`config.mk`:
```
export PLATFORM = sky130hd
export DESIGN_NAME = shp_kernel
export DESIGN_NICKNAME = d
export VERILOG_FILES = /design/src/rtl/core/shp_pkg.sv /design/src/rtl/core/shp_kernel.sv
export SDC_FILE = /design/constraint.sdc
export NUM_CORES = 1
export LEC_CHECK = 0
export BUFFER_PORTS_ARGS = -buffer_cell sky130_fd_sc_hd__buf_2
export CORE_MARGIN = 2
export CORE_UTILIZATION = 49
export CTS_BUF_LIST = sky130_fd_sc_hd__clkbuf_4 sky130_fd_sc_hd__clkbuf_8
export DETAILED_ROUTE_END_ITERATION = 12
export GPL_TIMING_DRIVEN = 0
export PLACE_DENSITY = 0.76
export SLEW_MARGIN = 5
export SYNTH_ARGS = -nofsm -noshare
export SYNTH_HDL_FRONTEND = slang
export SYNTH_SLANG_ARGS = --single-unit
```
`constraint.sdc`:
```
create_clock -name i_clk -period 10.1 [get_ports i_clk]
set_input_delay 1.515 -clock i_clk [delete_from_list [all_inputs] [get_ports i_clk]]
set_output_delay 1.515 -clock i_clk [all_outputs]
set_load 0.02 [all_outputs]
```
`src/rtl/core/shp_pkg.sv`:
```
// Shared types and constants of the 3x3 sharpening filter.
// Used by every module of the block; depends on nothing.
`timescale 1ns / 1ps
`default_nettype none

package shp_pkg;

    localparam int MAX_WIDTH  = 2048;
    localparam int MAX_HEIGHT = 2048;

    localparam int PIX_W     = 8;
    localparam int DIM_W     = 12;
    localparam int CMP_W     = DIM_W + 1;
    localparam int COL_W     = $clog2(MAX_WIDTH);
    localparam int OROW_W    = $clog2(MAX_HEIGHT);
    localparam int IROW_W    = OROW_W + 1;
    localparam int CFG_IDX_W = 2;
    localparam int TAPS      = 9;
    localparam int NSUM_W    = PIX_W + 3;
    localparam int PSUM_W    = PIX_W + 4;

    localparam logic [DIM_W-1:0] RESET_DIM = DIM_W'(1024);

    localparam logic [CFG_IDX_W-1:0] REG_FRAME_WIDTH  = CFG_IDX_W'(0);
    localparam logic [CFG_IDX_W-1:0] REG_FRAME_HEIGHT = CFG_IDX_W'(1);

    typedef struct packed {
        logic produce;
        logic last;
        logic m_top;
        logic m_bot;
        logic m_left;
        logic m_right;
    } t_tag;

    function automatic logic [DIM_W-1:0] dim_eff(input logic [DIM_W-1:0] v,
                                                 input logic [DIM_W-1:0] maxv);
        logic [DIM_W-1:0] r;
        r = v;
        if (v == '0) begin
            r = DIM_W'(1);
        end else if (v > maxv) begin
            r = maxv;
        end
        return r;
    endfunction

endpackage

`default_nettype wire

```
`src/rtl/core/shp_kernel.sv`:
```
// 3x3 window, border masking, sharpening arithmetic and output register.
// Depends on shp_pkg.
`timescale 1ns / 1ps
`default_nettype none

module shp_kernel (
    input  logic                       i_clk,
    input  logic                       i_rst_n,
    input  logic                       i_shift,
    input  logic [shp_pkg::PIX_W-1:0]  i_up,
    input  logic [shp_pkg::PIX_W-1:0]  i_lo,
    input  logic [shp_pkg::PIX_W-1:0]  i_pix,
    input  shp_pkg::t_tag              i_tag,
    output logic                       o_ready,
    output logic                       o_valid,
    output logic [shp_pkg::PIX_W-1:0]  o_pixel,
    output logic                       o_last,
    input  logic                       i_stall
);
    import shp_pkg::*;

    logic [PIX_W-1:0]  r_win [TAPS];
    logic              r_s2_valid;
    t_tag              r_s2_tag;
    logic              r_out_valid;
    logic [PIX_W-1:0]  r_out_pix;
    logic              r_out_last;

    logic              s2_move;
    logic [NSUM_W-1:0] neg;
    logic [PSUM_W-1:0] pos;
    logic [PSUM_W-1:0] diff;
    logic [PIX_W-1:0]  res;

    assign s2_move = r_s2_valid && (!r_out_valid || !i_stall);
    assign o_ready = !r_s2_valid || s2_move;
    assign o_valid = r_out_valid;
    assign o_pixel = r_out_pix;
    assign o_last  = r_out_last;

    always_comb begin
        logic row_ok;
        logic col_ok;
        neg = '0;
        for (int r = 0; r < 3; r++) begin
            for (int c = 0; c < 3; c++) begin
                row_ok = (r == 0) ? r_s2_tag.m_top : ((r == 2) ? r_s2_tag.m_bot : 1'b1);
                col_ok = (c == 0) ? r_s2_tag.m_left : ((c == 2) ? r_s2_tag.m_right : 1'b1);
                if (!(r == 1 && c == 1) && row_ok && col_ok) begin
                    neg = neg + NSUM_W'(r_win[r*3+c]);
                end
            end
        end
        pos  = {r_win[4], 4'b0000};
        diff = pos - PSUM_W'(neg);
        if (PSUM_W'(neg) > pos) begin
            res = '0;
        end else if (diff[PSUM_W-1]) begin
            res = '1;
        end else begin
            res = diff[PSUM_W-2:3];
        end
    end

    always_ff @(posedge i_clk) begin
        if (!i_rst_n) begin
            for (int k = 0; k < TAPS; k++) begin
                r_win[k] <= '0;
            end
        end else if (i_shift) begin
            for (int r = 0; r < 3; r++) begin
                r_win[r*3]   <= r_win[r*3+1];
                r_win[r*3+1] <= r_win[r*3+2];
            end
            r_win[2] <= i_up;
            r_win[5] <= i_lo;
            r_win[8] <= i_pix;
        end
    end

    always_ff @(posedge i_clk) begin
        if (i_shift) begin
            r_s2_tag <= i_tag;
        end
        if (s2_move) begin
            r_out_pix  <= res;
            r_out_last <= r_s2_tag.last;
        end
    end

    always_ff @(posedge i_clk) begin
        if (!i_rst_n) begin
            r_s2_valid  <= 1'b0;
            r_out_valid <= 1'b0;
        end else begin
            if (i_shift) begin
                r_s2_valid <= i_tag.produce;
            end else if (s2_move) begin
                r_s2_valid <= 1'b0;
            end
            if (!r_out_valid || !i_stall) begin
                r_out_valid <= r_s2_valid;
            end
        end
    end

    // The window may only move while the compute stage is free or draining.
    a_window_frozen: assert property (@(posedge i_clk) disable iff (!i_rst_n)
        i_shift |-> (!r_s2_valid || s2_move))
        else $error("window shifted under a held result");

endmodule

`default_nettype wire

```
==> run metrics, run 1 <==
status finished, final reports clean; compound-gate portion of the synthesized area 0.181; CP max FO 10; GRT Resource Usage Total 0.228; Crit. End Element flop; first-pass GRT wire length 26.2 mm; Syn. warnings 0; total power 1.23 mW; Sw Pwr 0.435 mW; Synth Cell Area 6840 um2; final period utilization 0.966; CTS root buf clkbuf_8; Antenna Nets Post-Route 0; Max Freq 0.103 GHz; placed cells 925; DR WL/cell 17.7 um; port bufs 43; number of synthesized register bits 88; sw frac 0.353; area share of fa/ha/maj cells after synthesis 0.136; startpoint class of the critical path flop; initial core utilization 0.496; Synth Flop Type edfxtp_1; CP dominant cell by count ha_1; main combinational cell family by area after synthesis simple AND/OR/NAND/NOR gates; number of global-route vias before repair 5173; post-synthesis sequential area ratio 0.384; core area 13800 um2; internal power 0.796 mW; fillers 1228; layout cells sized above 1 0.172; Final Skew 0.0121 ns; row count 43; die width 122 um; largest net degree at the start of global routing 73; area share of and/or/nand/nor cells after synthesis 0.186; power per cell area 158 nW/um2; max_cap viols 0; Final Cell Area 7790 um2; gp weighted congestion 0.921; setup ws final 0.348 ns; slew margin rel. 0.338; Post-Syn Nets 805; die area 14900 um2; Synth Area per Inst 9.75 um2; Placed Instance Area 7290 um2; Max stage delay on crit path 0.49 ns; Async SR Flop Fraction 0; ant diodes 0; First-pass DRT Iterations 5; Setup CP Type flop to flop; initial antenna violation count 0; final WL 16.9 mm; Yosys cell types 70; Comb power frac 0.415; Synth Area in XOR/XNOR 0.0543; hold path depth 0; fin cells 953; mux contribution to synthesized area 0.0174; Clock transition at path regs 0.09 ns; P&R area growth vs syn 13.9%; 1st-iter DRT viols 422; Worst VDD drop 0.105 mV; worst slew pin tran 0.994 ns; # clock sinks 88; Slowest-stage cell, CP or4b_1; post-place setup slack -0.477 ns; H-tree depth 3; TritonCTS clock tree done; die height 122 um; DPL Wire Length 12.7 mm; # setup viols final 0; total CTS buffers 9; sequential power share 0.366; final hold violations 0; leakage 3.58 nW; nets@finish 872; gr ovfl total 0; Gate Count Post-Synth 701; Data required, critical path 10.21 ns; Clock Power Share 0.219; Vias/cell 5.90; Longest Clk Path Bufs 2; post-layout min period 9.75 ns; Hold Path Class flop to flop; CP arrival 9.87 ns; EDFF count, synth 86; # DRC 0; worst-case reg-to-reg path depth 48; Clock Latency Late Sink 0.38 ns; io pins 45; via count 5618; Final Max Slew Viols 0
## cells in the mapped netlist, types with 9 or more instances
cell,instances,share of area
nor2b_1,15,0.014
nand2_1,32,0.018
a21oi_1,41,0.030
nand3_1,10,0.0073
a211oi_1,14,0.015
xor2_1,10,0.013
o21a_1,9,0.0099
inv_1,40,0.022
ha_1,63,0.12
a21o_1,20,0.022
edfxtp_1,86,0.38
nor3_1,12,0.0088
and3_1,85,0.078
clkbuf_1,23,0.013
o21ai_0,47,0.034
nor2_1,54,0.030
xnor2_1,28,0.036
## kinds of logic (layout without fill, tap and decap cells)
group | after synthesis | count (layout)
AND/OR/NAND/NOR | 239 | 239
flip-flops | 88 | 88
multiplexers | 11 | 11
adder cells (fa/ha/maj) | 70 | 70
buffers and inverters | 71 | 143
XOR/XNOR | 40 | 40
AO/OA/AOI/OAI | 182 | 182
## cell usage in the layout, fill, tap and decap left out, types with 3 or more instances in the layout
cell	n
fa_1	6
nand2_1	32
and3_1	84
nor2_1	53
a21oi_1	34
edfxtp_1	86
and2_1	7
buf_2	43
a211o_1	3
nor3_1	11
xor2_1	10
mux2i_1	6
o21ai_2	5
ha_1	58
a21oi_2	7
nand2b_1	5
buf_4	15
o21ai_0	34
xnor2_2	3
o31a_1	6
inv_1	40
a31o_2	3
o21a_1	9
a21o_1	20
nand3_1	10
clkbuf_1	21
mux2_2	3
clkinv_1	4
xnor2_1	26
or3_1	5
a211oi_1	10
o21bai_1	7
nor2b_1	13
clkbuf_8	11
a211oi_2	5
o21ai_1	8
ha_4	5
## flip-flops by register name, indices dropped and copies added (netlist names)
name        flops
r_s2_tag        5
o_valid         1
o_pixel         8
o_last          1
r_win          72
r_s2_valid      1
## cell type report
type | instances | area, um2 | share of cell area
multi-input cells | 542 | 4110 | 0.528
flip-flops and latches | 88 | 2620 | 0.337
repair buffers | 57 | 320 | 0.0411
well taps | 180 | 225 | 0.0289
inverters | 43 | 161 | 0.0207
plain buffers | 27 | 134 | 0.0172
clock buffers | 9 | 124 | 0.0159
clock inverters | 7 | 86.3 | 0.0111
## what timing repair did
action | 4_1_cts | 5_1_grt
pin swaps | 0 | 17
setup endpoints to repair | 8 | 8
gates cloned | 0 | 0
setup buffers | 1 | 12
gates resized for setup | 5 | 51
endpoints found under the hold margin | 0 | 0
hold buffers | 0 | 0
## power by group through the flow
| stage | Combinational [mW] | Clock (mW) | Sequential (mW) |
|---|---|---|---|
| finish | 0.511 | 0.269 | 0.451 |
| global route | 0.566 | 0.288 | 0.453 |
| CTS | 0.461 | 0.273 | 0.450 |
| detailed placement | 0.455 | 0 | 0.458 |
| global placement | 0.435 | 0 | 0.458 |
| floorplan | 0.355 | 0 | 0.455 |
## path summary, 6_finish.rpt
path	startpoint	endpoint	slack, ns
hold reg to reg	r_s2_tag[4]	o_last	0.44
hold / removal	r_s2_tag[4]	o_last	0.44
setup / recovery	r_s2_tag[1]	o_pixel[6]	0.35
setup reg to reg	r_s2_tag[1]	o_pixel[6]	0.35
## critical path: cells and delay by family, from the launching register on
kind                     cells  cell delay, ns
adder cells (fa/ha/maj)      9            2.89
AO/OA/AOI/OAI               17            2.60
AND/OR/NAND/NOR             13            2.20
buffers and inverters        4            0.58
multiplexers                 2            0.50
flip-flops                   1            0.43
XOR/XNOR                     3            0.29
## through the flow
stage                     TNS, ns  utilization  hold WS (ns)
after floorplan                 0            -         0.400
after global placement      -1.08        0.528         0.412
after detailed placement    -2.96        0.530         0.408
after CTS                       0        0.546         0.438
after global routing       -0.530        0.565         0.439
final                           0        0.565         0.444
## metal layers
metal	wire (um)	up-vias	track usage
met1	7860	2718	0.321
met3	787	18	0.0375
li1	-	2727	-
met2	7990	155	0.368
met5	0	-	0
met4	229	0	0.0546
Power figures use the tool's default switching activity.
==> run 2: changes to the inputs <==
Settings changed: CORE_UTILIZATION 49 to 40, PLACE_DENSITY 0.76 to 0.66.
==> run metrics, run 2 (synthesis results as in run 1) <==
die height 135 um (+10%); gp weighted congestion 0.851 (-7.6%); Hold Path Class flop to flop; commonest non-fill, non-tap cell in the layout edfxtp_1; H-tree depth 3 (unchanged); Max Freq 0.104 GHz (+1.7%); # setup viols final 0 (unchanged); CP max FO 10 (unchanged); number of global-route vias before repair 5171 (-0.039%); Final Skew 0.00885 ns (-0.00328 ns); post-layout min period 9.59 ns (-0.162 ns); status finished, final reports clean; ant diodes 0 (unchanged); 1st-iter DRT viols 299 (-29%); TritonCTS clock tree done; # clock sinks 88 (unchanged); row count 47 (+9.3%); first-pass GRT wire length 26.2 mm (-0.10%); Biggest register r_win; P&R area growth vs syn 16.0%; Clock transition at path regs 0.09 ns (about the same); die width 135 um (+10%); Data required, critical path 10.22 ns (about the same); Vias/cell 5.46 (-7.4%); CTS root buf clkbuf_8; Clock Latency Late Sink 0.37 ns (about the same); largest net degree at the start of global routing 49 (-33%); # DRC 0 (unchanged); initial antenna violation count 0 (unchanged); leakage 3.58 nW (about the same); fin util 0.477 (-0.0887); Max stage delay on crit path 0.51 ns (+0.02 ns); io pins 45 (unchanged); final WL 16.3 mm (-3.1%); Final Max Slew Viols 0 (unchanged); fillers 1542 (+26%); via count 5419 (-3.5%); total CTS buffers 9 (unchanged); First-pass DRT Iterations 5 (unchanged); die area 18200 um2 (+22%); worst slew pin tran 0.905 ns (-0.0883 ns); GRT Resource Usage Total 0.183 (-0.0446); final period utilization 0.950 (-0.0160); startpoint class of the critical path flop; Setup CP Type flop to flop; power per cell area 153 nW/um2 (-3.0%); Crit. End Element flop; nets@finish 872 (unchanged); layout cells sized above 1 0.185 (+0.0129); CTS Hold Buffers Added 0 (unchanged); max_cap viols 0 (unchanged); slew margin rel. 0.389 (+0.0510); initial core utilization 0.411 (-0.0856); port bufs 43 (unchanged); DR WL/cell 16.5 um (-7.0%); core area 16600 um2 (+21%); final hold violations 0 (unchanged); placed cells 965 (+4.3%); max FFs per register 72 (unchanged); Worst VDD drop 0.105 mV (about the same); most frequent cells in the layout edfxtp_1, and3_1, ha_1; fin cells 993 (+4.2%); DPL Wire Length 12.2 mm (-3.9%); Antenna Nets Post-Route 0 (unchanged); gr ovfl total 0 (unchanged); Longest Clk Path Bufs 2 (unchanged); CP arrival 9.71 ns (-0.16 ns); Slowest-stage cell, CP or4b_1
==> run 2: path summary, 6_finish.rpt <==
path | from | to | slack [ns] | cells past startpoint
worst max-delay path | r_s2_tag[1] | o_pixel[2] | 0.51 | 47
worst min register to register | r_s2_tag[4] | o_last | 0.44 | 0
worst min-delay path | r_s2_tag[4] | o_last | 0.44 | 0
worst max register to register | r_s2_tag[1] | o_pixel[2] | 0.51 | 47
==> run 2: worst max-delay path, delay by kind of cell (launching register included) <==
family                     cells  cell delay [ns]
and+or+nand+nor               15             2.64
muxes                          2             0.51
buffers and inverters          3             0.38
adders and majority gates      9             2.79
xor gates and xnor gates       3             0.40
AOI/OAI and AO/OA             15             2.14
DFF                            1             0.43
==> run 2: layout make-up <==
| cell class | instances | area, um2 | share of cell area |
|---|---|---|---|
| Buffer | 27 | 139 | 0.0175 |
| Clock buffer | 11 | 139 | 0.0175 |
| Clock inverter | 5 | 55.1 | 0.00694 |
| Inverter | 43 | 161 | 0.0204 |
| Multi-Input combinational cell | 542 | 4200 | 0.529 |
| Sequential cell | 88 | 2620 | 0.331 |
| Tap cell | 220 | 275 | 0.0347 |
| Timing Repair Buffer | 57 | 340 | 0.0429 |
==> run 2: power breakdown <==
part | switching (mW) | internal (mW)
clock network | 0.132 | 0.120
logic | 0.285 | 0.228
registers | 0.0168 | 0.434
total | 0.434 | 0.782
==> run 2: repair_timing <==
action,in CTS,in global routing
resized for setup,8,62
pin swaps,2,27
setup buffers,2,11
setup endpoints to repair,8,8
==> run 2: metrics by stage <==
| step | instance area (um2) | hold slack (ns) | worst slack (ns) | total power, mW | TNS (ns) |
|---|---|---|---|---|---|
| global route | 7930 | 0.462 | -0.0591 | 1.30 | -0.388 |
| finish | 7930 | 0.439 | 0.510 | 1.22 | 0 |
| CTS | 7580 | 0.440 | 0.00307 | 1.17 | 0 |
| floorplan | 6840 | 0.400 | 0.977 | 0.811 | 0 |
| detailed placement | 7360 | 0.418 | -0.669 | 0.914 | -4.61 |
| global placement | 7330 | 0.413 | -0.567 | 0.909 | -3.81 |
==> run 2: routing by layer <==
layer  vias up  track usage  wire length, um
li1       2727            -                -
met2       100        0.292             7580
met4         0       0.0556              250
met5         -            0                0
met3        17       0.0259              586
met1      2575        0.260             7920
==> run 3: changes to the inputs <==
Settings changed: CORE_ASPECT_RATIO from default to 1.4.
==> run metrics, run 3 (synthesis results as in run 1) <==
P&R area growth vs syn 14.9%; initial antenna violation count 0 (unchanged); placed cells 948 (-1.8%); Min Hold Slack 0.429 ns (-0.00933 ns); # DRC 0 (unchanged); CP arrival 9.68 ns (-0.03 ns); # setup viols final 0 (unchanged); die height 159 um (+18%); die width 115 um (-15%); Setup CP Type flop to flop; initial core utilization 0.408 (-0.00255); Final Cell Area 7860 um2 (-0.96%); First-pass DRT Iterations 4 (-1); DR WL/cell 17.0 um (+3.3%); Final Max Slew Viols 0 (unchanged); via count 5390 (-0.54%); Hold Path Class flop to flop; status finished, final reports clean; H-tree depth 3 (unchanged); Longest Clk Path Bufs 2 (unchanged); largest net degree at the start of global routing 50 (+2.0%); Worst VDD drop 0.0745 mV (-29%); number of global-route vias before repair 5104 (-1.3%); most frequent cells in the layout edfxtp_1, and3_1, ha_1; CTS root buf clkbuf_8; commonest non-fill, non-tap cell in the layout edfxtp_1; CTS Hold Buffers Added 0 (unchanged); Antenna Nets Post-Route 0 (unchanged); R2R Setup Slk 0.53 ns (+0.02 ns); Slowest-stage cell, CP or4b_1; die area 18200 um2 (about the same); fillers 1571 (+1.9%); power per cell area 157 nW/um2 (+2.5%); nets@finish 873 (+0.11%); max FFs per register 72 (unchanged); layout cells sized above 1 0.172 (-0.0132); Biggest register r_win; GRT Resource Usage Total 0.183 (about the same); port bufs 43 (unchanged); leakage 3.59 nW (about the same); worst slew pin tran 1.19 ns (+0.284 ns); fin cells 977 (-1.6%); post-layout min period 9.57 ns (-0.0242 ns); gp weighted congestion 0.915 (+7.5%); CP max FO 10 (unchanged); post-place setup slack -0.611 ns (+0.0581 ns); final hold violations 0 (unchanged); Max stage delay on crit path 0.52 ns (about the same); total CTS buffers 9 (unchanged); 1st-iter DRT viols 349 (+17%); Final Skew 0.00607 ns (-0.00277 ns); total power 1.23 mW (+1.5%); first-pass GRT wire length 26.2 mm (-0.26%); max_cap viols 0 (unchanged); storage element area 2620 um2 (unchanged); final WL 16.6 mm (+1.6%); row count 56 (+19%); # clock sinks 88 (unchanged); startpoint class of the critical path flop; final period utilization 0.947 (-0.00240); multi-input logic area 4100 um2 (-2.3%); core area 16700 um2 (+0.62%); slew margin rel. 0.200 (-0.188); Crit. End Element flop; Data required, critical path 10.21 ns (about the same); DPL Wire Length 12.8 mm (+4.8%); Clock Latency Late Sink 0.36 ns (about the same); CP dominant cell by count ha_1; Placed Instance Area 7340 um2 (-0.29%); ant diodes 0 (unchanged); Vias/cell 5.52 (+1.1%); Clock transition at path regs 0.09 ns (about the same); Max Freq 0.105 GHz (+0.25%); io pins 45 (unchanged); setup ws final 0.534 ns (+0.0242 ns); TritonCTS clock tree done; gr ovfl total 0 (unchanged)
==> run 3: changes by cell type in the layout (fill, tap and decap cells not counted), sizes merged <==
cell / delta
bufinv: +1
clkinvlp: +1
clkbuf: +1
inv: -2
==> run 3: worst max-delay path: cells and delay by family, from the launching register on <==
kind                     cells  cell delay [ns]
AND/OR/NAND/NOR             13             2.20
flip-flops                   1             0.44
buffers and inverters        4             0.50
AO/OA/AOI/OAI               17             2.52
XOR/XNOR                     3             0.30
adder cells (fa/ha/maj)      9             2.87
multiplexers                 2             0.48
==> run 3: per-stage QoR <==
| step | TNS, ns | util |
|---|---|---|
| global route | -0.295 | 0.469 |
| global placement | -4.05 | 0.436 |
| finish | 0 | 0.469 |
| floorplan | 0 | - |
| CTS | 0 | 0.453 |
| detailed placement | -4.20 | 0.438 |
==> run 3: area by class of cell <==
cell class / instances / share of cell area
clock inverter: 5 / 0.0104
sequential: 88 / 0.334
clock buffer: 11 / 0.0185
tap: 203 / 0.0323
inverter: 43 / 0.0205
buffer: 27 / 0.0177
timing repair buffer: 58 / 0.0443
multi-input combinational: 542 / 0.522
==> run 3: worst paths after layout <==
path / start / endpoint / cells after the start
max: r_s2_tag[1] / o_pixel[4] / 48
min: r_s2_tag[4] / o_last / 0
max reg2reg: r_s2_tag[1] / o_pixel[4] / 48
min reg2reg: r_s2_tag[4] / o_last / 0
==> run 3: what timing repair did <==
action,CTS,global route
pin swaps,1,18
gates resized for setup,8,45
endpoints found under the setup margin,8,8
hold endpoints to repair,0,0
setup buffers,1,13
==> run 3: power breakdown <==
group / total (mW) / internal, mW / switching (mW)
clock network: 0.283 / 0.149 / 0.134
registers: 0.449 / 0.434 / 0.0156
logic: 0.502 / 0.223 / 0.279
==> run 3: per-layer routing <==
layer / vias to the layer above / wire (um) / track usage
li1: 2740 / - / -
met1: 2519 / 7230 / 0.237
met2: 105 / 8310 / 0.310
met3: 26 / 582 / 0.0229
met4: 0 / 473 / 0.0682
met5: - / 0 / 0
