`config.mk`:
```
export PLATFORM = sky130hd
export DESIGN_NAME = shp_pos_ctrl
export DESIGN_NICKNAME = d
export VERILOG_FILES = /design/src/rtl/core/shp_pkg.sv /design/src/rtl/core/shp_pos_ctrl.sv
export SDC_FILE = /design/constraint.sdc
export NUM_CORES = 1
export LEC_CHECK = 0
export BUFFER_PORTS_ARGS = -buffer_cell sky130_fd_sc_hd__buf_2
export CORE_MARGIN = 5
export CORE_UTILIZATION = 35
export CTS_CLUSTER_DIAMETER = 50
export CTS_CLUSTER_SIZE = 24
export DETAILED_ROUTE_END_ITERATION = 7
export PLACE_DENSITY = 0.6
export SYNTH_ARGS = -nofsm -noshare
export SYNTH_HDL_FRONTEND = slang
export SYNTH_SLANG_ARGS = --single-unit
```
`constraint.sdc`:
```
create_clock -name i_clk -period 3.9 [get_ports i_clk]
set_clock_uncertainty 0.05 [all_clocks]
set_input_delay 0.39 -clock i_clk [delete_from_list [all_inputs] [get_ports i_clk]]
set_output_delay 0.39 -clock i_clk [all_outputs]
set_load 0.01 [all_outputs]
```
`src/rtl/core/shp_pkg.sv`:
```
// Shared types and constants of the 3x3 sharpening filter.
// Used by every module of the block; depends on nothing.
`timescale 1ns / 1ps
`default_nettype none

package shp_pkg;

    localparam int MAX_WIDTH  = 2048;
    localparam int MAX_HEIGHT = 2048;

    localparam int PIX_W     = 8;
    localparam int DIM_W     = 12;
    localparam int CMP_W     = DIM_W + 1;
    localparam int COL_W     = $clog2(MAX_WIDTH);
    localparam int OROW_W    = $clog2(MAX_HEIGHT);
    localparam int IROW_W    = OROW_W + 1;
    localparam int CFG_IDX_W = 2;
    localparam int TAPS      = 9;
    localparam int NSUM_W    = PIX_W + 3;
    localparam int PSUM_W    = PIX_W + 4;

    localparam logic [DIM_W-1:0] RESET_DIM = DIM_W'(1024);

    localparam logic [CFG_IDX_W-1:0] REG_FRAME_WIDTH  = CFG_IDX_W'(0);
    localparam logic [CFG_IDX_W-1:0] REG_FRAME_HEIGHT = CFG_IDX_W'(1);

    typedef struct packed {
        logic produce;
        logic last;
        logic m_top;
        logic m_bot;
        logic m_left;
        logic m_right;
    } t_tag;

    function automatic logic [DIM_W-1:0] dim_eff(input logic [DIM_W-1:0] v,
                                                 input logic [DIM_W-1:0] maxv);
        logic [DIM_W-1:0] r;
        r = v;
        if (v == '0) begin
            r = DIM_W'(1);
        end else if (v > maxv) begin
            r = maxv;
        end
        return r;
    endfunction

endpackage

`default_nettype wire

```
`src/rtl/core/shp_pos_ctrl.sv`:
```
// Frame size registers and input/output position counters of the filter.
// Produces the per-transaction tag with border masks. Depends on shp_pkg.
`timescale 1ns / 1ps
`default_nettype none

module shp_pos_ctrl (
    input  logic                           i_clk,
    input  logic                           i_rst_n,
    input  logic                           i_cfg_valid,
    input  logic [shp_pkg::CFG_IDX_W-1:0]  i_cfg_index,
    input  logic [shp_pkg::DIM_W-1:0]      i_cfg_data,
    output logic                           o_cfg_ready,
    input  logic                           i_acc,
    input  logic [shp_pkg::PIX_W-1:0]      i_pixel,
    input  logic                           i_flush,
    output logic [shp_pkg::COL_W-1:0]      o_col,
    output logic [shp_pkg::PIX_W-1:0]      o_pix,
    output shp_pkg::t_tag                  o_tag
);
    import shp_pkg::*;

    logic [DIM_W-1:0]  r_width;
    logic [DIM_W-1:0]  r_height;
    logic [COL_W-1:0]  r_in_col;
    logic [IROW_W-1:0] r_in_row;
    logic [COL_W-1:0]  r_out_col;
    logic [OROW_W-1:0] r_out_row;

    logic cfg_wr;
    logic in_col_end;
    logic row_done;
    logic first_line;
    logic out_col_end;
    logic out_row_end;
    logic last;

    assign o_cfg_ready = 1'b1;
    assign cfg_wr      = i_cfg_valid && o_cfg_ready;

    always_comb begin
        in_col_end  = (DIM_W'(r_in_col) + DIM_W'(1)) == r_width;
        row_done    = CMP_W'(r_in_row) >= CMP_W'(r_height);
        first_line  = (r_in_row == '0) || ((r_in_row == IROW_W'(1)) && (r_in_col == '0));
        out_col_end = (DIM_W'(r_out_col) + DIM_W'(1)) == r_width;
        out_row_end = (CMP_W'(r_out_row) + CMP_W'(1)) == CMP_W'(r_height);
        last        = !first_line && out_col_end && out_row_end;

        o_col         = r_in_col;
        o_pix         = (i_flush || row_done) ? '0 : i_pixel;
        o_tag.produce = !first_line;
        o_tag.last    = last;
        o_tag.m_top   = r_out_row != '0;
        o_tag.m_bot   = !out_row_end;
        o_tag.m_left  = r_out_col != '0;
        o_tag.m_right = !out_col_end;
    end

    always_ff @(posedge i_clk) begin
        if (!i_rst_n) begin
            r_width   <= RESET_DIM;
            r_height  <= RESET_DIM;
            r_in_col  <= '0;
            r_in_row  <= '0;
            r_out_col <= '0;
            r_out_row <= '0;
        end else if (cfg_wr) begin
            if (i_cfg_index == REG_FRAME_WIDTH) begin
                r_width <= dim_eff(i_cfg_data, DIM_W'(MAX_WIDTH));
            end
            if (i_cfg_index == REG_FRAME_WIDTH || i_cfg_index == REG_FRAME_HEIGHT) begin
                r_in_col  <= '0;
                r_in_row  <= '0;
                r_out_col <= '0;
                r_out_row <= '0;
            end
            if (i_cfg_index == REG_FRAME_HEIGHT) begin
                r_height <= dim_eff(i_cfg_data, DIM_W'(MAX_HEIGHT));
            end
        end else if (i_acc) begin
            if (last) begin
                r_in_col  <= '0;
                r_in_row  <= '0;
                r_out_col <= '0;
                r_out_row <= '0;
            end else begin
                if (in_col_end) begin
                    r_in_col <= '0;
                    r_in_row <= r_in_row + IROW_W'(1);
                end else begin
                    r_in_col <= r_in_col + COL_W'(1);
                end
                if (!first_line) begin
                    if (out_col_end) begin
                        r_out_col <= '0;
                        r_out_row <= r_out_row + OROW_W'(1);
                    end else begin
                        r_out_col <= r_out_col + COL_W'(1);
                    end
                end
            end
        end
    end

    // The input column always lies inside the configured line.
    a_in_col_range: assert property (@(posedge i_clk) disable iff (!i_rst_n)
        DIM_W'(r_in_col) < r_width)
        else $error("input column outside the line");

    // The output row always lies inside the configured frame.
    a_out_row_range: assert property (@(posedge i_clk) disable iff (!i_rst_n)
        CMP_W'(r_out_row) < CMP_W'(r_height))
        else $error("output row outside the frame");

endmodule

`default_nettype wire

```
==> results of run 1 <==
area by class of cell:
class                      instances  area [µm²]
clock inverter                     6        38.8
multi-input combinational        539        3490
tap                              184         230
inverter                          31         116
timing repair buffer              57         300
clock buffer                      10         239
sequential                        69        1380
fill                            1516        8840
routing by layer:
metal  vias to the layer above  wire (µm)  GRT usage, %
met5                         -          0             0
met3                        26        824          2.77
li1                       2565          -             -
met1                      2410       7180          23.2
met4                         0        306          6.70
met2                       162       6580          26.5
synthesized netlist by cell type (all sizes together) (18+ instances only):
| library cell | n | area share, % |
|---|---|---|
| xnor2 | 19 | 3.2 |
| nor2 | 27 | 1.9 |
| inv | 31 | 2.2 |
| nand2 | 89 | 6.3 |
| a21oi | 50 | 4.8 |
| ha | 21 | 5.0 |
| clkbuf | 20 | 1.4 |
| nor2b | 18 | 2.1 |
| nand3 | 42 | 4.2 |
| dfxtp | 69 | 26 |
| o21ai | 18 | 1.7 |
| buf | 35 | 3.8 |
final timing paths:
path	start	to	slack [ns]	depth (start not counted)
max	r_out_col[2]$_SDFFE_PN0P_	o_tag[4]	0.35	8
min	i_cfg_data[11]	r_width[11]$_SDFFE_PN0P_	0.35	3
max reg2reg	r_out_col[0]$_SDFFE_PN0P_	r_out_row[8]$_SDFFE_PN0P_	0.36	9
min reg2reg	r_height[2]$_SDFFE_PN0P_	r_height[2]$_SDFFE_PN0P_	0.43	2
cells by family after synthesis:
| logic type | count (synthesis) |
|---|---|
| and+or+nand+nor | 304 |
| AOI/OAI and AO/OA | 169 |
| buffers and inverters | 86 |
| DFF | 69 |
| xor gates and xnor gates | 33 |
| adders and majority gates | 21 |
| muxes | 11 |
| other | 1 |
flip-flops by register name, indices dropped and copies added (netlist names):
| register | count |
|---|---|
| o_col | 11 |
| r_height | 12 |
| r_in_row | 12 |
| r_out_col | 11 |
| r_out_row | 11 |
| r_width | 12 |
where the power goes:
group / switching, µW / internal, µW / leakage, µW
sequential: 13.6 / 713 / 0.000557
combinational: 99.2 / 57.9 / 0.00147
clock: 316 / 445 / 0.000134
total: 429 / 1220 / 0.00216
through the flow:
stage               total power (µW)  util, %  cell area, µm²  hold slack [ns]
floorplan                        842        -            5270            0.407
global placement                 894     37.7            5520            0.426
detailed placement               898     37.7            5520            0.430
CTS                             1660     39.6            5800            0.341
global route                    1720     39.6            5800            0.387
finish                          1640     39.6            5800            0.347
critical path: stages (launching register included):
cell,delay [ns]
dfxtp_1,0.56
nand4_1,0.36
o31a_1,0.41
o41ai_1,0.32
nand2b_1,0.17
and3_1,0.50
nand2_1,0.23
inv_1,0.10
buf_2,0.13
==> results by group, run 1 <==
Clock tree
  – H-tree depth: 3
  – Maximum clock path buffer count: 2
  – Post-CTS resize count: 0
  – Post-CTS Hold Fix Bufs: 0
  – CTS tree: built
  – Worst skew pair latency: roughly 0.34 ns
  – CTS sink cnt: between 60 and 70
  – Root Driver: clkbuf_16
  – Total CTS buffers: 9
  – Post-CTS setup buffer count: 0
  – Reg clk slew, reported paths: ~0.060 ns

Setup path
  – CP Launch Type: flip-flop
  – Critical Path Fanout Max: 14
  – CP Class: flip-flop to output pin
  – Arrival @ worst endpoint: between 3 and 4 ns
  – Required arrival time at the worst endpoint: between 3 and 4 ns
  – Crit end category: output pin

STA
  – Final setup fails: 0
  – Hold Vio Cnt, Final: 0
  – Peak Freq: 282 MHz
  – Slew HR: 36.0%
  – Unrepaired setup endpoints after global routing: no
  – Final WS setup: 0.348 ns
  – Part of the cycle the worst path needs: between 90% and 100%
  – Final Critical Period: 3.55 ns
  – Worst-Margin Slew: 0.957 ns
  – Max-slew violation total from the final report: 0
  – Post-route setup TNS: 0 ns

Layout
  – Layout cells sized above 1: 13.3%
  – Most frequent cells in the layout: nand2_1, dfxtp_1, buf_2
  – # diodes: 0
  – Nets@finish: 755
  – Layout area overhead: 10.1%
  – Most common cell after layout, fill and taps aside: nand2_1
  – Fin cells: 896

Route
  – DRT antenna net count: 0
  – DRT Wirelength: 14.9 mm
  – DR WL/cell: 16.6 µm
  – Drt via density: 5.76
  – DRT Pass-1 Iters: 5
  – Via count: 5163
  – # DRC: 0
  – DRT iter0 DRCs: 461

Synthesis
  – Synth async-reset ratio: 0%
  – Mux cell area share after synthesis: 2.16%
  – Synth Warn #: 0
  – Largest family of logic cells by synthesized area: simple AND/OR/NAND/NOR gates
  – Simple-gate area share of the yosys netlist: 31.3%
  – Synth Area in Compound Gates: 22.3%
  – Mapped Nets: around 740
  – Top_reg_cell synth: dfxtp_1
  – Post-synth cell types: about 70
  – Mean Syn Cell Area: 7.59 µm²
  – Seq/Total Area, Yosys: 26.2%
  – Seq cells post-synth: slightly below 70
  – Post-synth EDFFs: 0
  – Adder-Cell Fraction of Synth Area: 4.99%
  – Post-synthesis xor/xnor area fraction: about 5.5%
  – Post-Syn Instances: about 690
  – Area of the mapped netlist: ~0.0053 mm²

Global route
  – Grt ovf: 0
  – Largest net degree at the start of global routing: 47
  – Global-route wire length before repair: 24.8 mm
  – Vias in the first global route: 4881
  – Initial antenna violation count: 0
  – Total GRT Usage: 16.9%

Hold path
  – HP Class: input pin to flip-flop

Floorplan
  – Initial Utilization: between 30 and 40%
  – Die Wd: 133 µm
  – Die footprint: 0.0176 mm²
  – Die H: ~130 µm
  – Core Box Area: about 0.015 mm²
  – # rows: 44
  – IO Pins: 53

Pwr
  – VDD IR-drop max: 0.188 mV
  – Pwr dens: 283 mW/mm²
  – Static Leak: 0.00216 µW

Placed design
  – Placer Congestion: 0.944
  – Port Buffers: 51
  – Placed cell count: 880
  – HPWL Detailed: about 11 mm
  – Pre-CTS WS: between 0.4 and 0.5 ns

Flow run
  – Max Cap Violations: 0

Status
  – Outcome: complete, no violations
No activity file was read; power rests on OpenSTA's default activity.
==> run 2, diff against run 1 <==
--- a/config.mk
+++ b/config.mk
@@ -8,10 +8,10 @@
 export BUFFER_PORTS_ARGS = -buffer_cell sky130_fd_sc_hd__buf_2
 export CORE_MARGIN = 5
 export CORE_UTILIZATION = 35
-export CTS_CLUSTER_DIAMETER = 50
 export CTS_CLUSTER_SIZE = 24
 export DETAILED_ROUTE_END_ITERATION = 7
 export PLACE_DENSITY = 0.6
+export SLEW_MARGIN = 40
 export SYNTH_ARGS = -nofsm -noshare
 export SYNTH_HDL_FRONTEND = slang
 export SYNTH_SLANG_ARGS = --single-unit
==> constraint.sdc (replaced) <==
create_clock -name i_clk -period 3.9 [get_ports i_clk]
set_clock_uncertainty 0.05 [all_clocks]
set_input_delay 0 -clock i_clk [delete_from_list [all_inputs] [get_ports i_clk]]
set_output_delay 0 -clock i_clk [all_outputs]
set_load 0.01 [all_outputs]
==> results by group, run 2 (synthesis results as in run 1) <==
Floorplan
  – # rows: 44
  – Initial Utilization: 36.0%
  – Die Wd: between 100 and 150 µm
  – Die footprint: 0.0176 mm²
  – Core Box Area: 0.0146 mm²
  – Die H: 133 µm
  – IO Pins: 53

Layout
  – Layout area overhead: 10.9%
  – Register area: 0.00138 mm²
  – Top Registers: r_height x12, r_in_row x12, r_width x12
  – Most frequent cells in the layout: nand2_1, dfxtp_1, buf_2
  – Final Util: 39.9%
  – Nets@finish: 758
  – Finished Cell Area: 0.00584 mm²
  – # diodes: 0
  – Multi-input logic area: 0.00350 mm²
  – Fillers: 1529
  – Most common cell after layout, fill and taps aside: nand2_1
  – Layout cells sized above 1: a little over an eighth

Route
  – Drt via density: 5.81
  – DR WL/cell: 16.6 µm
  – DRT Pass-1 Iters: 6
  – DRT Wirelength: 14.9 mm
  – # DRC: 0
  – DRT iter0 DRCs: approximately 510
  – Via count: 5224
  – DRT antenna net count: 0

Setup path
  – Reg-to-reg endpoint: r_out_row[9]$_SDFFE_PN0P_
  – Crit end category: flip-flop
  – Worst r2r src: r_out_col[0]$_SDFFE_PN0P_
  – Reg2reg setup slack: 0.42 ns
  – Crit-path cells: ha_1, nand3_1, nor2_1, mux2_2, and4_1, and3_1, a211o_1, or4_1, nand3_1
  – Required arrival time at the worst endpoint: 4.14 ns
  – Critical Path Fanout Max: 14
  – Arrival @ worst endpoint: 3.72 ns
  – Crit path to: r_out_row[9]$_SDFFE_PN0P_
  – Register-to-Register Path Depth: 9
  – Critical path's top delay family: simple AND/OR/NAND/NOR gates
  – Crit path largest cell delay: 0.55 ns
  – Most frequent CP cell: nand3_1
  – CP Launch Type: flip-flop
  – WP buf/inv: 0
  – CP Class: flip-flop to flip-flop
  – Crit. Startpoint: r_out_col[0]$_SDFFE_PN0P_
  – Critical-path top delay cell: or4_1
  – Levels on crit path: 9

Placed design
  – Placement Cell Area: 0.00553 mm²
  – Placer Congestion: 0.944
  – Port Buffers: 51
  – HPWL Detailed: between 10 and 15 mm

Hold path
  – Hold Path Stages: 4
  – HP Class: input pin to flip-flop

Pwr
  – Static Leak: 0.00218 µW
  – Combinational fraction of design power: 9.7%
  – Sequential power share: 44.0%
  – Switch Pwr: about 430 µW
  – Clock network power share: 46.3%
  – Pwr dens: 283 mW/mm²
  – Switching Fraction: 26.2%
  – Cell-internal power: 1220 µW
  – Total Power: 1650 µW
  – VDD IR-drop max: 0.200 mV

Clock tree
  – Total CTS buffers: 9
  – CTS sink cnt: 69
  – Reg clk slew, reported paths: 0.06 ns
  – CTS tree: built
  – H-tree depth: 3
  – Maximum clock path buffer count: 2
  – Post-CTS resize count: 0
  – Worst skew pair latency: 0.35 ns
  – Root Driver: clkbuf_16

STA
  – Unrepaired setup endpoints after global routing: no
  – Hold Vio Cnt, Final: 0
  – Hold Worst Slack: slightly above 0.02 ns
  – Final setup fails: 0
  – Peak Freq: 288 MHz
  – Post-route setup TNS: 0 ns
  – Worst-Margin Slew: 0.678 ns
  – Part of the cycle the worst path needs: around nine tenths
  – Slew HR: 54.8%
  – Final Critical Period: roughly 3.5 ns
  – Max-slew violation total from the final report: 0

Global route
  – Vias in the first global route: just under 5k
  – Total GRT Usage: 17.1%
  – Initial antenna violation count: 0
  – Global-route wire length before repair: 24.8 mm
  – Grt ovf: 0
  – Largest net degree at the start of global routing: 47

Status
  – Outcome: complete, no violations

Flow run
  – Max Cap Violations: 0
run 2: cell count changes in the layout (fill, tap and decap cells not counted), sizes merged:
| cell | previous run | this run |
|---|---|---|
| dlygate4sd3 | 0 | 3 |
| clkinv | 4 | 5 |
| inv | 31 | 30 |
run 2: timing repair:
item	4_1_cts	5_1_grt
hold buffers	3	0
setup buffers	0	0
endpoints found under the hold margin	4	0
run 2: power groups by stage:
stage | registers (µW) | logic (µW) | clock network, µW
3_3_place_gp | 741 | 153 | 0
4_1_cts | 726 | 160 | 784
5_1_grt | 727 | 180 | 823
6_report | 726 | 160 | 764
3_5_place_dp | 741 | 156 | 0
2_1_floorplan | 735 | 107 | 0
run 2: worst min-delay path by stage:
stage,startpoint,slack (ns),to
floorplan,i_pixel[0],0.13,o_pix[0]
global placement,i_pixel[1],0.30,o_pix[1]
detailed placement,i_cfg_data[11],0.31,r_width[11]$_SDFFE_PN0P_
CTS,i_cfg_data[9],0.007,r_width[9]$_SDFFE_PN0P_
global route,i_cfg_data[4],0.03,r_height[4]$_SDFFE_PN0P_
finish,i_cfg_data[6],0.02,r_width[6]$_SDFFE_PN0P_
run 2: worst min-delay path: cells and delay by family:
kind	cells	cell delay [ns]
AND/OR/NAND/NOR	2	0.20
buffers and inverters	1	0.10
AO/OA/AOI/OAI	1	0.05
run 2: layout make-up:
class	count	share of cell area [%]
repair buffers	60	5.66
multi-input cells	539	60.0
well taps	184	3.94
inverters	31	2.01
clock buffers	10	4.09
flip-flops and latches	69	23.7
clock inverters	6	0.664
run 2: per-stage QoR:
step | instances | worst slack [ns]
floorplan | 694 | 0.994
global placement | 880 | 0.629
detailed placement | 880 | 0.470
CTS | 899 | 0.462
global route | 899 | 0.159
finish | 899 | 0.424
run 2: metal layers:
metal	routed length (µm)	global-route usage (%)	vias to the layer above	share of wire, %
met1	7090	23.1	2455	48
met3	886	3.64	34	5.9
met4	396	8.20	0	2.7
met5	0	0	-	0
met2	6550	25.8	172	44
li1	-	-	2563	-
==> run 3, diff against run 2 <==
--- a/config.mk
+++ b/config.mk
@@ -7,10 +7,10 @@
 export LEC_CHECK = 0
 export BUFFER_PORTS_ARGS = -buffer_cell sky130_fd_sc_hd__buf_2
 export CORE_MARGIN = 5
-export CORE_UTILIZATION = 35
+export CORE_UTILIZATION = 30
 export CTS_CLUSTER_SIZE = 24
 export DETAILED_ROUTE_END_ITERATION = 7
-export PLACE_DENSITY = 0.6
+export PLACE_DENSITY = 0.54
 export SLEW_MARGIN = 40
 export SYNTH_ARGS = -nofsm -noshare
 export SYNTH_HDL_FRONTEND = slang
==> results by group, run 3 (synthesis results as in run 1) <==
Status
  – Outcome: finished, violations left
  – Failing checks: hold timing

Clock tree
  – Root Driver: clkbuf_16
  – H-tree depth: 3
  – Maximum clock path buffer count: 2
  – Reg clk slew, reported paths: 0.06 ns
  – Post-CTS resize count: 0
  – CTS sink cnt: 69
  – Post-CTS setup buffer count: 0
  – Total CTS buffers: 9
  – Worst skew pair latency: 0.34 ns
  – CTS tree: built
  – Post-CTS Hold Fix Bufs: 2

Layout
  – Layout area overhead: 13.5%
  – Nets@finish: around 760
  – Most common cell after layout, fill and taps aside: nand2_1
  – Fin cells: between 900 and 1k
  – Layout cells sized above 1: 13.7%
  – Top Registers: r_height x12, r_in_row x12, r_width x12
  – Most frequent cells in the layout: nand2_1, dfxtp_1, buf_2
  – # diodes: 0

Pwr
  – Clock network power share: around 54%
  – Combinational fraction of design power: 8.4%
  – Switching Fraction: ~23%
  – Static Leak: about 0.0022 µW
  – Pwr dens: roughly 320 mW/mm²
  – Switch Pwr: 443 µW
  – VDD IR-drop max: 0.207 mV
  – Cell-internal power: 1480 µW
  – Sequential power share: 37.8%

Route
  – Drt via density: 5.42
  – DRT iter0 DRCs: about 380
  – DRT Pass-1 Iters: 5
  – # DRC: 0
  – DRT Wirelength: around 15 mm
  – DR WL/cell: 16.2 µm
  – Via count: 5090
  – DRT antenna net count: 0

STA
  – Hold Worst Slack: -0.00784 ns
  – Worst-Margin Slew: around 0.67 ns
  – Final setup fails: 0
  – Final Critical Period: 3.46 ns
  – Slew HR: 55.2%
  – Unrepaired setup endpoints after global routing: no
  – Peak Freq: 289 MHz
  – Hold Vio Cnt, Final: 1
  – Max-slew violation total from the final report: 0
  – Final WS setup: roughly 0.44 ns
  – Part of the cycle the worst path needs: roughly 89%
  – Post-route setup TNS: 0 ns

Global route
  – Initial antenna violation count: 0
  – Global-route wire length before repair: between 20 and 25 mm
  – Total GRT Usage: 14.9%
  – Grt ovf: 0
  – Largest net degree at the start of global routing: 47
  – Vias in the first global route: around 4.7k

Hold path
  – HP Class: input pin to flip-flop

Flow run
  – Max Cap Violations: 0

Floorplan
  – # rows: between 40 and 50
  – Initial Utilization: 30.6%
  – Core Box Area: 0.0172 mm²
  – IO Pins: 53
  – Die H: 143 µm
  – Die footprint: roughly 0.020 mm²
  – Die Wd: around 140 µm

Placed design
  – HPWL Detailed: 11.2 mm
  – Placer Congestion: 0.842
  – Placed cell count: between 900 and 1k
  – Port Buffers: 51
  – Pre-CTS WS: 0.457 ns

Setup path
  – CP Class: flip-flop to flip-flop
  – Critical Path Fanout Max: 14
  – CP Launch Type: flip-flop
  – Required arrival time at the worst endpoint: slightly above 4 ns
  – Crit end category: flip-flop
  – Arrival @ worst endpoint: 3.64 ns
-- run 3: final timing paths --
path,to,cells past startpoint,startpoint,slack [ns]
hold / removal,r_width[10]$_SDFFE_PN1P_,3,i_cfg_data[10],-0.008
hold reg to reg,r_height[2]$_SDFFE_PN0P_,2,r_height[2]$_SDFFE_PN0P_,0.45
setup / recovery,r_in_row[9]$_SDFFE_PN0P_,9,r_out_col[0]$_SDFFE_PN0P_,0.44
setup reg to reg,r_in_row[9]$_SDFFE_PN0P_,9,r_out_col[0]$_SDFFE_PN0P_,0.44
-- run 3: final cells by class --
cell class	count	area [µm²]
Clock inverter	6	134
Tap cell	225	282
Timing Repair Buffer	59	320
Inverter	31	118
Multi-Input combinational cell	539	3500
Sequential cell	69	1380
Clock buffer	10	239
Fill cell	1861	11300
-- run 3: worst max-delay path: stages (launching register included) --
cell      delay [ns]
dfxtp_1         0.44
ha_1            0.37
nand3_1         0.27
nor3_2          0.32
mux2i_1         0.21
and4_1          0.21
and3_1          0.50
a211oi_1        0.24
o21a_1          0.35
a221o_1         0.38
-- run 3: stage by stage --
step	util, %	hold WS, ns	area (µm²)	total power, µW
2_1_floorplan	-	0.127	5270	842
4_1_cts	34.6	0.00419	5970	1950
3_3_place_gp	32.3	0.308	5570	899
3_5_place_dp	32.4	0.311	5580	900
6_report	34.7	-0.00784	5980	1920
5_1_grt	34.7	0.0239	5980	1990
-- run 3: power groups by stage --
stage,combinational (µW),sequential (µW),clock [µW]
final,162,726,1030
after global routing,181,726,1090
after CTS,162,725,1060
after detailed placement,159,741,0
after global placement,158,741,0
after floorplan,107,735,0
-- run 3: layer usage --
layer | GRT usage (%) | part of all wire, %
met2 | 22.7 | 44
met3 | 2.25 | 4.5
met4 | 5.90 | 1.8
met5 | 0 | 0
met1 | 21.1 | 50
